File: src/cpu_alu_with_flags_top_defines.svh
// Assertion macros used by the ALU block's top-level RTL file.
// Plain SystemVerilog concurrent assertions; no other dependencies.
`ifndef CPU_ALU_WITH_FLAGS_TOP_DEFINES_SVH
`define CPU_ALU_WITH_FLAGS_TOP_DEFINES_SVH

// Same-cycle implication, checked outside reset.
`define ASSERT_IMPL(label, clk, rst, ante, cons) \
  label: assert property (@(posedge clk) disable iff (rst) (ante) |-> (cons)) \
    else $error("implication check failed");

// Next-cycle implication, checked outside reset.
`define ASSERT_NEXT(label, clk, rst, ante, cons) \
  label: assert property (@(posedge clk) disable iff (rst) (ante) |=> (cons)) \
    else $error("next-cycle check failed");

`endif

File: src/cpu_alu_pkg.sv
// Types and operation codes for the 8-bit ALU with flag register.
// No dependencies; used by the interfaces, the core and the top level.
package cpu_alu_pkg;

  localparam logic [4:0] CMD_ADD   = 5'd0;
  localparam logic [4:0] CMD_ADC   = 5'd1;
  localparam logic [4:0] CMD_SUB   = 5'd2;
  localparam logic [4:0] CMD_CP    = 5'd3;
  localparam logic [4:0] CMD_AND   = 5'd4;
  localparam logic [4:0] CMD_XOR   = 5'd5;
  localparam logic [4:0] CMD_OR    = 5'd6;
  localparam logic [4:0] CMD_INC   = 5'd7;
  localparam logic [4:0] CMD_DEC   = 5'd8;
  localparam logic [4:0] CMD_RL    = 5'd9;
  localparam logic [4:0] CMD_RLC   = 5'd10;
  localparam logic [4:0] CMD_RR    = 5'd11;
  localparam logic [4:0] CMD_RRC   = 5'd12;
  localparam logic [4:0] CMD_SLA   = 5'd13;
  localparam logic [4:0] CMD_SRA   = 5'd14;
  localparam logic [4:0] CMD_SRL   = 5'd15;
  localparam logic [4:0] CMD_SWAP  = 5'd16;
  localparam logic [4:0] CMD_BIT   = 5'd17;
  localparam logic [4:0] CMD_ADD16 = 5'd18;

  typedef struct packed {
    logic zero;
    logic subtract;
    logic half_carry;
    logic carry;
  } flags_t;

  typedef struct packed {
    logic [4:0]  command;
    logic [15:0] operand_a;
    logic [15:0] operand_b;
    logic [2:0]  bit_index;
    logic        set_zero;
  } in_item_t;

  typedef struct packed {
    logic [15:0] result;
    logic        zero_flag;
    logic        subtract_flag;
    logic        half_carry_flag;
    logic        carry_flag;
  } out_item_t;

endpackage

File: src/cpu_alu_ifs.sv
// Valid/ready stream interfaces for the ALU operation and response channels.
// Depends on cpu_alu_pkg for the payload types.
interface cpu_alu_op_if import cpu_alu_pkg::*; ();
  logic     valid;
  logic     ready;
  in_item_t data;

  modport source (output valid, output data, input ready);
  modport sink (input valid, input data, output ready);
endinterface

interface cpu_alu_rsp_if import cpu_alu_pkg::*; ();
  logic      valid;
  logic      ready;
  out_item_t data;

  modport source (output valid, output data, input ready);
  modport sink (input valid, input data, output ready);
endinterface

File: src/cpu_alu_with_flags_top.sv
// Top level of the 8-bit ALU with kept flag register.
// Depends on cpu_alu_pkg, the stream interfaces, cpu_alu_core and the defines header.
//
// Usage:
//   Operations arrive on the "operation" channel and responses leave on the
//   "response" channel. Both are valid/ready streams; a transfer happens on a
//   rising clock edge where valid and ready are both high.
//   Each operation is captured in an input register. While it waits there,
//   the ALU core computes the result and new flags, which are loaded into the
//   response register and into the flag register together once the response
//   register is free. The response then stays valid until it is taken.
//   Throughput is one operation per cycle while the receiver keeps up: the
//   only dependency between items is the stored flag register, which is
//   written in the same cycle the result is produced, so the following item
//   already sees it.
//   When the receiver stalls, the response register holds its result and the
//   input register fills; operation.ready then drops until the response is
//   taken. No item is dropped or repeated.
//   Reset (rst, synchronous, active high) empties both registers and clears
//   all four flags.
`include "cpu_alu_with_flags_top_defines.svh"

module cpu_alu_with_flags_top import cpu_alu_pkg::*; (
  input  logic          clk,
  input  logic          rst,
  cpu_alu_op_if.sink    operation,
  cpu_alu_rsp_if.source response
);

  logic        stage_valid;
  in_item_t    stage_item;
  logic        out_valid;
  out_item_t   out_item;
  flags_t      flag_bits;

  logic        advance;
  logic        out_free;
  logic [15:0] core_result;
  flags_t      core_flags;

  cpu_alu_core u_core (
    .item       (stage_item),
    .flags      (flag_bits),
    .result     (core_result),
    .flags_next (core_flags)
  );

  // The response register can load when it is empty or its content leaves now.
  assign out_free        = !out_valid || response.ready;
  assign advance         = stage_valid && out_free;
  assign operation.ready = !stage_valid || advance;

  assign response.valid  = out_valid;
  assign response.data   = out_item;

  always_ff @(posedge clk) begin
    if (rst) begin
      stage_valid <= 1'b0;
      out_valid   <= 1'b0;
      flag_bits   <= '0;
    end else begin
      if (operation.ready) begin
        stage_valid <= operation.valid;
      end
      if (out_free) begin
        out_valid <= stage_valid;
      end
      // Flags are committed in the same cycle as the result that carries them.
      if (advance) begin
        flag_bits <= core_flags;
      end
    end
  end

  always_ff @(posedge clk) begin
    if (operation.valid && operation.ready) begin
      stage_item <= operation.data;
    end
    if (advance) begin
      out_item <= '{result: core_result,
                    zero_flag: core_flags.zero,
                    subtract_flag: core_flags.subtract,
                    half_carry_flag: core_flags.half_carry,
                    carry_flag: core_flags.carry};
    end
  end

  // A waiting response always shows the flags that are stored.
  `ASSERT_IMPL(a_flags_match_out, clk, rst, out_valid,
    flag_bits == {out_item.zero_flag, out_item.subtract_flag,
                  out_item.half_carry_flag, out_item.carry_flag})
  // An empty input register never blocks the operation channel.
  `ASSERT_IMPL(a_ready_when_empty, clk, rst, !stage_valid, operation.ready)
  // An accepted operation is held in the input register next cycle.
  `ASSERT_NEXT(a_accept_fills, clk, rst, operation.valid && operation.ready, stage_valid)
  // Moving an item forward always leaves a valid response behind.
  `ASSERT_NEXT(a_advance_outputs, clk, rst, advance, out_valid)

endmodule

File: src/cpu_alu_core.sv
// Combinational datapath of the ALU: result value and new flags for one item.
// Depends on cpu_alu_pkg for codes and types.
module cpu_alu_core import cpu_alu_pkg::*; (
  input  in_item_t    item,
  input  flags_t      flags,
  output logic [15:0] result,
  output flags_t      flags_next
);

  logic [7:0]  a;
  logic [7:0]  b;
  logic        cin;
  logic [8:0]  sum8;
  logic [4:0]  sum4;
  logic [7:0]  diff8;
  logic [16:0] sum16;
  logic [12:0] sum12;
  logic [7:0]  res8;

  assign a     = item.operand_a[7:0];
  assign b     = item.operand_b[7:0];
  // Plain add ignores the stored carry.
  assign cin   = (item.command == CMD_ADC) ? flags.carry : 1'b0;
  assign sum8  = {1'b0, a} + {1'b0, b} + {8'd0, cin};
  assign sum4  = {1'b0, a[3:0]} + {1'b0, b[3:0]} + {4'd0, cin};
  assign diff8 = a - b;
  assign sum16 = {1'b0, item.operand_a} + {1'b0, item.operand_b};
  assign sum12 = {1'b0, item.operand_a[11:0]} + {1'b0, item.operand_b[11:0]};

  always_comb begin
    res8       = 8'd0;
    result     = item.operand_a;
    flags_next = flags;
    case (item.command)
      CMD_ADD, CMD_ADC: begin
        res8 = sum8[7:0];
        flags_next = '{zero: res8 == 8'd0, subtract: 1'b0,
                       half_carry: sum4[4], carry: sum8[8]};
        result = {8'd0, res8};
      end
      CMD_SUB, CMD_CP: begin
        flags_next = '{zero: diff8 == 8'd0, subtract: 1'b1,
                       half_carry: a[3:0] < b[3:0], carry: a < b};
        if (item.command == CMD_SUB) begin
          result = {8'd0, diff8};
        end
      end
      CMD_AND: begin
        res8 = a & b;
        flags_next = '{zero: res8 == 8'd0, subtract: 1'b0, half_carry: 1'b1, carry: 1'b0};
        result = {8'd0, res8};
      end
      CMD_XOR, CMD_OR, CMD_SWAP: begin
        case (item.command)
          CMD_XOR: res8 = a ^ b;
          CMD_OR:  res8 = a | b;
          default: res8 = {a[3:0], a[7:4]};
        endcase
        flags_next = '{zero: res8 == 8'd0, subtract: 1'b0, half_carry: 1'b0, carry: 1'b0};
        result = {8'd0, res8};
      end
      CMD_INC: begin
        res8 = a + 8'd1;
        flags_next = '{zero: res8 == 8'd0, subtract: 1'b0,
                       half_carry: a[3:0] == 4'hF, carry: flags.carry};
        result = {8'd0, res8};
      end
      CMD_DEC: begin
        res8 = a - 8'd1;
        flags_next = '{zero: res8 == 8'd0, subtract: 1'b1,
                       half_carry: a[3:0] == 4'h0, carry: flags.carry};
        result = {8'd0, res8};
      end
      CMD_RL, CMD_RLC, CMD_SLA: begin
        case (item.command)
          CMD_RL:  res8 = {a[6:0], flags.carry};
          CMD_RLC: res8 = {a[6:0], a[7]};
          default: res8 = {a[6:0], 1'b0};
        endcase
        flags_next = '{zero: res8 == 8'd0, subtract: 1'b0, half_carry: 1'b0, carry: a[7]};
        result = {8'd0, res8};
      end
      CMD_RR, CMD_RRC, CMD_SRA, CMD_SRL: begin
        case (item.command)
          CMD_RR:  res8 = {flags.carry, a[7:1]};
          CMD_RRC: res8 = {a[0], a[7:1]};
          CMD_SRA: res8 = {a[7], a[7:1]};
          default: res8 = {1'b0, a[7:1]};
        endcase
        flags_next = '{zero: res8 == 8'd0, subtract: 1'b0, half_carry: 1'b0, carry: a[0]};
        result = {8'd0, res8};
      end
      CMD_BIT: begin
        flags_next = '{zero: ~a[item.bit_index], subtract: 1'b0,
                       half_carry: 1'b1, carry: flags.carry};
      end
      CMD_ADD16: begin
        result = sum16[15:0];
        flags_next = '{zero: item.set_zero ? (sum16[15:0] == 16'd0) : flags.zero,
                       subtract: 1'b0, half_carry: sum12[12], carry: sum16[16]};
      end
      default: begin
        // Unassigned codes pass operand_a through and keep every flag.
        result     = item.operand_a;
        flags_next = flags;
      end
    endcase
  end

endmodule

File: src/flat_wrapper.sv
// flat-port wrapper written by rule: the top's interface ports become plain ports
module cpu_alu_with_flags_top_flat import cpu_alu_pkg::*;
  (clk, rst, operation_valid, operation_data, operation_ready, response_valid, response_data, response_ready);
  cpu_alu_op_if operation_i ();
  cpu_alu_rsp_if response_i ();
  input  logic clk;
  input  logic rst;
  input wire logic [$bits(operation_i.valid)-1:0] operation_valid;
  input wire logic [$bits(operation_i.data)-1:0] operation_data;
  output wire logic [$bits(operation_i.ready)-1:0] operation_ready;
  output wire logic [$bits(response_i.valid)-1:0] response_valid;
  output wire logic [$bits(response_i.data)-1:0] response_data;
  input wire logic [$bits(response_i.ready)-1:0] response_ready;
  assign operation_i.valid = operation_valid;
  assign operation_i.data = operation_data;
  assign operation_ready = operation_i.ready;
  assign response_valid = response_i.valid;
  assign response_data = response_i.data;
  assign response_i.ready = response_ready;
  cpu_alu_with_flags_top u_core (.clk(clk), .rst(rst), .operation(operation_i), .response(response_i));
endmodule
File: config.mk
export PLATFORM = sky130hd
export DESIGN_NAME = cpu_alu_with_flags_top_flat
export DESIGN_NICKNAME = d
export VERILOG_FILES = /design/src/cpu_alu_pkg.sv /design/src/cpu_alu_ifs.sv /design/src/cpu_alu_with_flags_top.sv /design/src/cpu_alu_core.sv /design/src/flat_wrapper.sv
export VERILOG_INCLUDE_DIRS = /design/src /design/src/src
export SDC_FILE = /design/constraint.sdc
export NUM_CORES = 1
export LEC_CHECK = 0
export BUFFER_PORTS_ARGS = -buffer_cell sky130_fd_sc_hd__buf_2
export CAP_MARGIN = 30
export CORE_ASPECT_RATIO = 2
export CORE_UTILIZATION = 35
export DETAILED_ROUTE_END_ITERATION = 10
export PLACE_DENSITY = 0.63
export SLEW_MARGIN = 20
export SYNTH_ARGS = -nofsm -noshare
export SYNTH_HDL_FRONTEND = slang
export SYNTH_SLANG_ARGS = --single-unit
File: constraint.sdc
create_clock -name clk -period 7.7 [get_ports clk]
set_input_delay 0 -clock clk [delete_from_list [all_inputs] [get_ports clk]]
set_output_delay 0 -clock clk [all_outputs]
set_load 0.05 [all_outputs]
After elaboration in Yosys (flattened, before gate mapping)
Cells that the tools add are included.

storage, ports and cells
  register bits = 67
  input bits = 45
  output and inout bits = 22

cells by class
  add/sub/neg operators = 9
  magnitude comparators = 3
  equality and inequality tests = 19
  mux-type cells = 13
  bitwise logic cells = 4
  reduce and logical (&&, ||, !) cells = 22

operators by type and width
  operator                                                            count
  16-bit one-hot mux with 9 select lines                              1
  8-bit zero test                                                     8
  5-bit by 4-bit == test with 1-bit output, second input constant     8
  4-bit one-hot mux with 10 select lines                              1
  8-bit 2-to-1 mux                                                    3
  8-bit one-hot mux with 3 select lines                               1
  5-bit by 3-bit == test with 1-bit output, second input constant     4
  16-bit by 16-bit adder with 17-bit output                           1
  16-bit zero test                                                    1
  16-bit 2-to-1 mux                                                   1
  8-bit one-hot mux with 2 select lines                               1
  5-bit == test, second input constant                                3
  12-bit by 12-bit adder with 13-bit output                           1
  5-bit by 2-bit == test with 1-bit output, second input constant     2
  8-bit by 8-bit adder with 9-bit output                              1
  9-bit by 1-bit adder with 9-bit output                              1
  8-bit by 1-bit adder with 8-bit output, second input constant       1
  8-bit AND                                                           1
  8-bit < comparator                                                  1
  8-bit OR                                                            1
  8-bit by 1-bit subtractor with 8-bit output, second input constant  1
  8-bit subtractor                                                    1
  8-bit XOR                                                           1
  3-bit OR reduction                                                  2
  other kinds (17)                                                    23

Logic depth before layout (Yosys ltp)
Gate-level depths: netlist of the first run.

  depth in word-level cells = 5
  depth in mapped cells = 13
  gate-level depth less buffers = 12

By module
From an unflattened synthesis of the first run, not the netlist that was laid out.

unflattened totals
  cells, all modules = 549
  area, all modules = 5210.0 µm²

by module, submodules not included
  module                  times used  cells an instance  area each (µm²)  sequential area each (µm²)
  cpu_alu_core            1           460                3105.5           0.0
  cpu_alu_with_flags_top  1           89                 2104.5           1951.9

Least setup slack after synthesis of the first run
No wires, ideal clock.

  path kind = register to register
  from = reg u_core.stage_item[40] (netlist name)
  to = reg u_core.out_item (netlist bit u_core.response.data[3]), data pin
  setup time = 0.271 ns
  arrival = 2.940 ns
  slack = 4.490 ns
  stages on the path, launching flop included = 14
  clock period less this slack = 3.210 ns
  cells stage by stage = edfxtp_1 -> buf_1 -> nor3_1 -> nand3_1 -> fa_1 -> fa_1 -> nor2b_1 -> o21a_1 -> nor2_1 -> o31a_1 -> xnor2_1 -> and3_1 -> nor4_1 -> a21oi_1

RTL lines
  what                    RTL line                      text
  start, declared         cpu_alu_with_flags_top.sv:31  in_item_t stage_item;
  start signal, assigned  cpu_alu_with_flags_top.sv:77  stage_item <= operation.data;
  end signal, assigned    cpu_alu_with_flags_top.sv:80  out_item <= '{result: core_result,
  end, declared           cpu_alu_with_flags_top.sv:33  out_item_t out_item;

==> impl_metrics.yaml, run 1 <==
layout:
  area_delta_synth_final_pct: 23.0
  fillers: 1417
  post-route-util: 0.444
  stdcell_count: 856
  stdcell_area_um2: 6610
  n_antenna_cell: 0
  layout.nets: 741
  drive_gt1_frac: 0.182
sta:
  fin_tns_setup_ps: 0
  worst_slew_pin_slew_ps: 845
  timing.final.crit_share: 0.515
  slew_headroom: 0.436
  slew_viol_final: 0
  hold_ws_ps: 215
  min_period_ps: 3960
  max_freq_mhz: 252
  setup_violations: 0
  fin_ws_ps: 3740
  grt_setup_unrepaired: "false"
  fin_skew_ps: 5.52
  finalHoldViolCount: 0
logic_synthesis:
  syn_nets: 643
  ys_top_cells_by_area: "edfxtp_1, ha_1, xnor2_1, a21oi_1, mux2i_1"
  yosysTopAreaCellShare: 0.341
  synth_largest_area_cell: "edfxtp_1"
  synthTopCellsByCount: "edfxtp_1, nor2_1, a21oi_1"
  synth-edff-count: 61
  synth_cell_types: 79
  syn_area_um2: 5380
  yosysSeqAreaShare: 0.363
  synth.avg_cell_area_um2: 9.63
  synth_most_common_cell: "edfxtp_1"
  ys_ff_latch: 67
  syn_inst: 558
  synth-warning-count: 0
  synthArstFlopShare: 0
  ys.flop_type: "edfxtp_1"
worst_setup_path:
  critPathLaunchType: "flop"
  cp_cell_sequence: "nor2b_1 -> nand3_1 -> fa_1 -> fa_1 -> nor2b_1 -> o21a_1 -> nor2_1 -> xnor2_1 -> nor4b_1 -> and3_1 -> nor4_1 -> a21oi_1"
  worstPathRequired_ps: 7780
  rr_worst_depth: 12
  path_depth: 12
  worst-path-max-fanout: 17
  path_buf_inv: 0
  crit_slowest_cell: "edfxtp_1"
  setup.worst_path.class: "reg2reg"
  path_delay_family: "simple AND/OR/NAND/NOR gates"
  arrival_ps: 4050
  critPathCaptureType: "flop"
  cp_slowest_stage_delay_ps: 650
die:
  pin_count: 67
  die_w_um: 89.6
  core_um2: 14900
  fp-row-count: 63
  fp.dieH_um: 177
  initial_utilization: 0.361
  dieArea_um2: 15900
power_and_ir_drop:
  power_mw: 1.18
  powerDensity_nw_per_um2: 178
  leakagePower_nw: 2.54
  peakVddDrop_mv: 0.112
clock_network:
  cts_tree: "built"
  cts_buffer_depth: 2
  clkLatencyLatePin_ps: 350
  cts_sinks: 67
  post_cts_buffers: 0
  htreeDepth: 3
  cts-buffers-inserted: 9
  cts_root_buf: "clkbuf_16"
  clkTransAtPathRegs_ps: 60
detailed_routing:
  drt-total-wl_um: 19200
  vias_per_cell: 5.85
  ant_nets: 0
  dr_total_vias: 5011
  drtIter0Drc: 508
  drt_first_pass_iters: 6
  avgRoutedWirePerCell_um: 22.5
  drc: 0
grt:
  grt_pass1_vias: 5101
  grt_max_degree: 42
  grt_pass1_wl_um: 29000
  gr-total-overflow: 0
  antenna_found_initial: 0
  grt_usage: 0.255
placed_design:
  dp_hpwl_um: 14500
  port_buffers: 66
  place.gp.congestion: 0.981
  place_inst: 794
  placedInstanceArea_um2: 5850
  dpl_worst_slack_ps: 3760
job:
  drv_cap: 0
worst_hold_path:
  min_path_type: "in2reg"
  hold_path_depth: 5
run_status:
  status: "finished, final reports clean"
-- state kept, by name (all words and copies together) (netlist names) --
signal,cells
u_core.response.data,20
u_core.response.valid,1
u_core.flag_bits,4
u_core.stage_valid,1
u_core.stage_item,41
-- worst reg2reg max path, stage by stage, from the launching register on --
cell and delay (ps):
edfxtp_1 650, nor2b_1 500, nand3_1 180, fa_1 430, fa_1 410, nor2b_1 140, o21a_1 120, nor2_1 70
xnor2_1 350, nor4b_1 110, and3_1 200, nor4_1 430, a21oi_1 130
-- per-layer routing --
layer / GRT usage / vias to the layer above / part of all wire
met5: 0 / - / 0
met3: 0.0485 / 77 / 0.046
met2: 0.444 / 221 / 0.53
li1: - / 2318 / -
met4: 0.190 / 0 / 0.077
met1: 0.261 / 2395 / 0.35
-- logic make-up after synthesis --
kind of cell             Yosys count  synth area share
AO/OA/AOI/OAI                    160             0.216
flip-flops                        67             0.363
adder cells (fa/ha/maj)           40            0.0973
AND/OR/NAND/NOR                  170             0.162
buffers and inverters             62            0.0514
multiplexers                      26            0.0547
XOR/XNOR                          33            0.0552
-- cell type report --
cell class / count / area, µm² / area share
multi-input cells: 429 / 3150 / 0.477
flip-flops and latches: 67 / 1950 / 0.295
repair buffers: 120 / 861 / 0.130
well taps: 195 / 244 / 0.0369
clock buffers: 10 / 229 / 0.0346
inverters: 29 / 109 / 0.0165
clock inverters: 6 / 63.8 / 0.00965
-- what timing repair did --
action / 4_1_cts / 5_1_grt
endpoints found under the setup margin: 0 / 0
hold endpoints to repair: 46 / 0
hold buffers: 45 / 0
gates resized for setup: 0 / 0
-- layout by cell type, fill, tap and decap left out, drive strengths merged, types with 4 or more instances in the layout --
master and n:
buf 75, edfxtp 61, dlygate4sd3 45, a21oi 43, nor2 42, nand2 37
ha 37, inv 29, xnor2 27, o21ai 25, nand3 19, mux2i 17
nor3 15, clkbuf 10, nor2b 9, nand4 9, a221oi 9, nor4 9
mux2 7, and3 7, a21o 7, nand2b 6, a22o 6, a222oi 6
dfxtp 6, xor2 6, o21a 5, o21bai 5, and2 5, o22ai 4
o221ai 4, a221o 4, o211ai 4
-- path summary, 6_finish.rpt --
kind | from | end | slack, ps
worst max register to register | u_core.stage_item[37] | u_core.response.data[3] | 3740
worst min register to register | u_core.flag_bits[2] | u_core.flag_bits[2] | 480
worst min-delay path | response_ready | u_core.flag_bits[2] | 220
worst max-delay path | u_core.stage_item[37] | u_core.response.data[3] | 3740
-- power by group --
| group | switching, mW | internal, mW | leakage, nW |
|---|---|---|---|
| logic | 0.193 | 0.121 | 1.76 |
| clock network | 0.166 | 0.250 | 0.139 |
| registers | 0.0251 | 0.423 | 0.639 |
| total | 0.384 | 0.794 | 2.54 |
Power figures use the tool's default switching activity.
==> inputs of run 2 (changes only) <==
clock period = 3.84 ns   (was 7.7 ns; I/O delays follow)
==> run 2 against run 1 <==
Net effect: sequential share of layout area decreased by 0.66 points; cell area increased by 2.3%; global-route usage increased by 0.063 points; sequential power increased by 94%; hold slack improved by 140 ps; final cell count increased by 2.3%; fmax increased by 13%; highest routed layer unchanged; register-to-register slack got worse by 3400 ps; first-iteration DRC count increased by 2.0%.
==> impl_metrics.yaml, run 2 (synthesis gave the netlist of run 1 again) <==
clock_network:
  post_cts_buffers: 0
  cts_resized: 0
  cts_buffer_depth: 2
  cts.hold.buffers_added: 45
  cts_sinks: 67
  clkLatencyLatePin_ps: 360
  cts-buffers-inserted: 9
  htreeDepth: 3
  cts_tree: "built"
  cts_root_buf: "clkbuf_16"
  clkTransAtPathRegs_ps: 60
layout:
  largest_register_ffs: 41
  area_delta_synth_final_pct: 25.8
  mostFrequentLayoutCells: "buf_2, edfxtp_1, dlygate4sd3_1, nor2_1, a21oi_1"
  multi_input_area_um2: 3150
  seqCellArea_um2: 1950
  n_antenna_cell: 0
  largest_register: "u_core.stage_item"
  final_common_cell: "buf_2"
  fillers: 1409
  layout.nets: 761
  drive_gt1_frac: 0.206
worst_setup_path:
  cpMostUsedCell: "fa_1"
  crit_slowest_cell: "fa_1"
  crit_start: "u_core.stage_item[40]"
  critPathLaunchType: "flop"
  worstPathRequired_ps: 3920
  cp_slowest_stage_delay_ps: 500
  path_depth: 12
  arrival_ps: 3580
  setup.worst_path.class: "reg2reg"
  r2r_end: "u_core.response.data[3]"
  path_buf_inv: 0
  rr_worst_depth: 12
  worst-path-max-fanout: 3
  regToRegStartpoint: "u_core.stage_item[40]"
  path_delay_family: "simple AND/OR/NAND/NOR gates"
  critPathCapture: "u_core.response.data[3]"
  cp_cell_sequence: "nor3_1 -> nand3_1 -> fa_1 -> fa_1 -> nor2b_1 -> o21a_1 -> nor2_1 -> o31a_1 -> xnor2_1 -> and3_1 -> nor4_1 -> a21oi_1"
  critPathCaptureType: "flop"
  rrSetupSlack_ps: 340
worst_hold_path:
  min_path_type: "in2reg"
die:
  fp.dieH_um: 177
  core_um2: 14900
  fp-row-count: 63
  pin_count: 67
  dieArea_um2: 15900
  initial_utilization: 0.361
  die_w_um: 89.6
sta:
  fin_tns_setup_ps: 0
  fin_skew_ps: 10.2
  max_freq_mhz: 286
  fin_ws_ps: 343
  slew_viol_final: 0
  setup_violations: 0
  timing.final.crit_share: 0.911
  finalHoldViolCount: 0
  worst_slew_pin_slew_ps: 824
  grt_setup_unrepaired: "false"
  slew_headroom: 0.450
  min_period_ps: 3500
power_and_ir_drop:
  p_switching_mw: 0.771
  swShare: 0.324
  leakagePower_nw: 2.64
  combPwrFrac: 0.282
  peakVddDrop_mv: 0.234
  powerDensity_nw_per_um2: 352
  clkPwrFrac: 0.352
  seqPwrFrac: 0.366
  intPower_mw: 1.61
  power_mw: 2.38
grt:
  antenna_found_initial: 0
  grt_pass1_wl_um: 29000
  grt_usage: 0.256
  gr-total-overflow: 0
  grt_max_degree: 42
  grt_pass1_vias: 5175
detailed_routing:
  drt-total-wl_um: 19300
  drtIter0Drc: 518
  drc: 0
  routed.top_layer: "met4"
  ant_nets: 0
  avgRoutedWirePerCell_um: 22.0
  vias_per_cell: 5.88
  met3_length_um: 1120
  dr_total_vias: 5155
  dr_wl_met2_um: 9720
  met1Wirelength_um: 6660
  drt_first_pass_iters: 5
placed_design:
  place.gp.congestion: 0.997
  dpl_worst_slack_ps: 371
  dp_hpwl_um: 14500
  port_buffers: 66
run_status:
  status: "finished, final reports clean"
job:
  drv_cap: 0
[run 2: cell types whose count changed in the layout (fill, tap and decap cells not counted)]
cell / change
clkinv_4: +1
buf_4: +20
clkinvlp_4: -1
[run 2: worst register-to-register path, stage by stage, from the launching register on]
cell,delay [ps]
edfxtp_1,390
nor3_1,290
nand3_1,170
fa_1,500
fa_1,430
nor2b_1,130
o21a_1,120
nor2_1,70
o31a_1,300
xnor2_1,140
and3_1,170
nor4_1,410
a21oi_1,120
[run 2: routing by layer]
layer	vias up	global-route usage
met1	2479	0.266
met3	89	0.0420
li1	2346	-
met2	241	0.429
met4	0	0.224
met5	-	0
[run 2: worst min-delay path by stage]
stage	from	to	depth (start not counted)
floorplan	rst	u_core.flag_bits[2]	1
global placement	operation_data[2]	u_core.stage_item[2]	1
detailed placement	operation_data[27]	u_core.stage_item[27]	1
CTS	operation_data[25]	u_core.stage_item[25]	2
global route	operation_data[9]	u_core.stage_item[9]	2
finish	operation_data[25]	u_core.stage_item[25]	2
[run 2: layout make-up]
cell class | count | area share
clock buffer | 10 | 0.0339
timing repair buffer | 140 | 0.149
multi-input combinational | 429 | 0.466
inverter | 29 | 0.0161
sequential | 67 | 0.289
tap | 195 | 0.0361
clock inverter | 6 | 0.00962
[run 2: stage by stage]
| step | area (µm²) | utilization | std cells | hold WS [ps] |
|---|---|---|---|---|
| after floorplan | 5380 | - | 558 | 69.1 |
| after global placement | 5990 | 0.402 | 813 | 177 |
| after detailed placement | 6000 | 0.403 | 814 | 178 |
| after CTS | 6740 | 0.453 | 875 | 349 |
| after global routing | 6760 | 0.454 | 876 | 349 |
| final | 6760 | 0.454 | 876 | 352 |
[run 2: power groups by stage]
stage	logic [mW]	clock network (mW)	registers, mW
6_report	0.672	0.838	0.870
3_5_place_dp	0.621	0	0.886
2_1_floorplan	0.388	0	0.930
4_1_cts	0.659	0.851	0.871
3_3_place_gp	0.620	0	0.884
5_1_grt	0.718	0.879	0.874
==> inputs of run 3 (changes only) <==
CORE_UTILIZATION = 59   (was 35)
PLACE_DENSITY = default   (was 0.63)
PLACE_DENSITY_LB_ADDON = 0.08   (was default)
==> run 3 against run 2 <==
Net effect: final cell count is 12% lower; combinational power up 3.6%; worst setup slack better by 140 ps; global-route usage grew 18 points; via count is 5.2% higher; core utilization rose by 30 points; critical path type unchanged.
==> impl_metrics.yaml, run 3 (synthesis gave the netlist of run 1 again) <==
layout:
  largest_register: "u_core.stage_item"
  largest_register_ffs: 41
  area_delta_synth_final_pct: 22.5
  post-route-util: 0.756
  final_common_cell: "buf_2"
  mostFrequentLayoutCells: "buf_2, edfxtp_1, dlygate4sd3_1, nor2_1, a21oi_1"
  stdcell_count: 774
  drive_gt1_frac: 0.197
  n_antenna_cell: 0
  fillers: 639
  layout.nets: 754
die:
  initial_utilization: 0.617
  fp-row-count: 48
  core_um2: 8710
  pin_count: 67
  dieArea_um2: 9520
  fp.dieH_um: 137
  die_w_um: 69.5
clock_network:
  post_cts_buffers: 0
  htreeDepth: 3
  cts_tree: "built"
  cts_root_buf: "clkbuf_16"
  cts_sinks: 67
  clkTransAtPathRegs_ps: 60
  cts-buffers-inserted: 9
  cts_buffer_depth: 2
  clkLatencyLatePin_ps: 350
grt:
  met1_usage: 0.435
  top_usage_layer: "met2"
  use_met3: 0.141
  gr-total-overflow: 0
  grt_usage: 0.441
  grt_pass1_vias: 5428
  grt_max_degree: 42
  grt_util_met2: 0.726
  grt_pass1_wl_um: 30800
  antenna_found_initial: 0
power_and_ir_drop:
  clkPwrFrac: 0.345
  peakVddDrop_mv: 0.285
  leakagePower_nw: 2.61
  seqPwrFrac: 0.364
  powerDensity_nw_per_um2: 363
  swShare: 0.329
  combPwrFrac: 0.291
  intPower_mw: 1.60
  p_switching_mw: 0.785
worst_setup_path:
  rrSetupSlack_ps: 480
  regToRegStartpoint: "u_core.stage_item[40]"
  critPathCaptureType: "flop"
  critPathLaunchType: "flop"
  rr_worst_depth: 10
  r2r_end: "u_core.response.data[6]"
  arrival_ps: 3360
  worstPathRequired_ps: 3840
  worst-path-max-fanout: 2
  setup.worst_path.class: "reg2reg"
sta:
  slew_headroom: 0.340
  worst_slew_pin_slew_ps: 965
  fin_tns_setup_ps: 0
  finalHoldViolCount: 0
  slew_viol_final: 0
  min_period_ps: 3360
  max_freq_mhz: 298
  fin_skew_ps: 10.8
  timing.final.crit_share: 0.875
  setup_violations: 0
  grt_setup_unrepaired: "false"
worst_hold_path:
  hold_start: "operation_data[22]"
  hold_end: "u_core.stage_item[22]"
  hold_path_depth: 2
  min_path_type: "in2reg"
job:
  drv_cap: 0
detailed_routing:
  avgRoutedWirePerCell_um: 25.9
  drt_first_pass_iters: 6
  drtIter0Drc: 762
  ant_nets: 0
  drc: 0
  drt-total-wl_um: 20000
  vias_per_cell: 7.01
  dr_total_vias: 5423
run_status:
  status: "finished, final reports clean"
placed_design:
  dp_hpwl_um: 13700
  port_buffers: 66
  place_inst: 713
  place.gp.congestion: 1.08
## run 3: changes by cell type in the layout (fill, tap and decap cells not counted), sizes merged
| cell | change |
|---|---|
| dlygate4sd3 | -1 |
| clkbuf | +1 |
| clkinvlp | -1 |
| buf | -6 |
## run 3: repair_timing
item                                   CTS  global route
setup endpoints to repair                0             0
endpoints found under the hold margin   46             0
hold buffers                            44             0
resized for setup                        0             0
## run 3: how the worst max path moves through the flow
| stage | start | to | slack (ps) |
|---|---|---|---|
| final | u_core.stage_item[40] | u_core.response.data[6] | 480 |
| after global routing | u_core.stage_item[40] | u_core.response.data[3] | 320 |
| after CTS | u_core.stage_item[40] | u_core.response.data[3] | 560 |
| after detailed placement | u_core.stage_item[40] | u_core.response.data[3] | 570 |
| after global placement | u_core.stage_item[40] | u_core.response.data[3] | 610 |
| after floorplan | u_core.stage_item[40] | u_core.response.data[3] | 630 |
## run 3: layout make-up
type / instances / area, µm² / share of cell area
Clock buffer: 11 / 233 / 0.0354
Clock inverter: 5 / 53.8 / 0.00817
Inverter: 29 / 109 / 0.0165
Multi-Input combinational cell: 429 / 3150 / 0.479
Sequential cell: 67 / 1950 / 0.297
Tap cell: 100 / 125 / 0.0190
Timing Repair Buffer: 133 / 956 / 0.145
## run 3: per-layer routing
layer / share of wire / up-vias
li1: - / 2337
met1: 0.31 / 2516
met2: 0.49 / 418
met3: 0.093 / 152
met4: 0.11 / 0
met5: 0 / -
## run 3: per-stage QoR
stage / instance area, µm² / worst slack (ps) / hold WS, ps / power (mW)
6_report: 6580 / 480 / 357 / 2.39
5_1_grt: 6580 / 324 / 365 / 2.46
4_1_cts: 6560 / 563 / 361 / 2.35
3_5_place_dp: 5840 / 568 / 178 / 1.50
3_3_place_gp: 5840 / 606 / 177 / 1.49
2_1_floorplan: 5380 / 630 / 69.1 / 1.32
## run 3: critical path, cell delays in order, from the launching register on
cell      delay (ps)
edfxtp_1         390
nor3_1           280
nand3_1          150
fa_1             430
fa_1             420
xor2_1           220
o21ai_0          130
a21oi_1          130
o21ai_0           90
a221oi_1         420
a32oi_1          360
## run 3: power by group through the flow
stage	clock network, mW	registers, mW	logic [mW]
floorplan	0	0.930	0.388
global placement	0	0.882	0.607
detailed placement	0	0.884	0.619
CTS	0.822	0.869	0.657
global route	0.853	0.873	0.733
finish	0.824	0.869	0.696
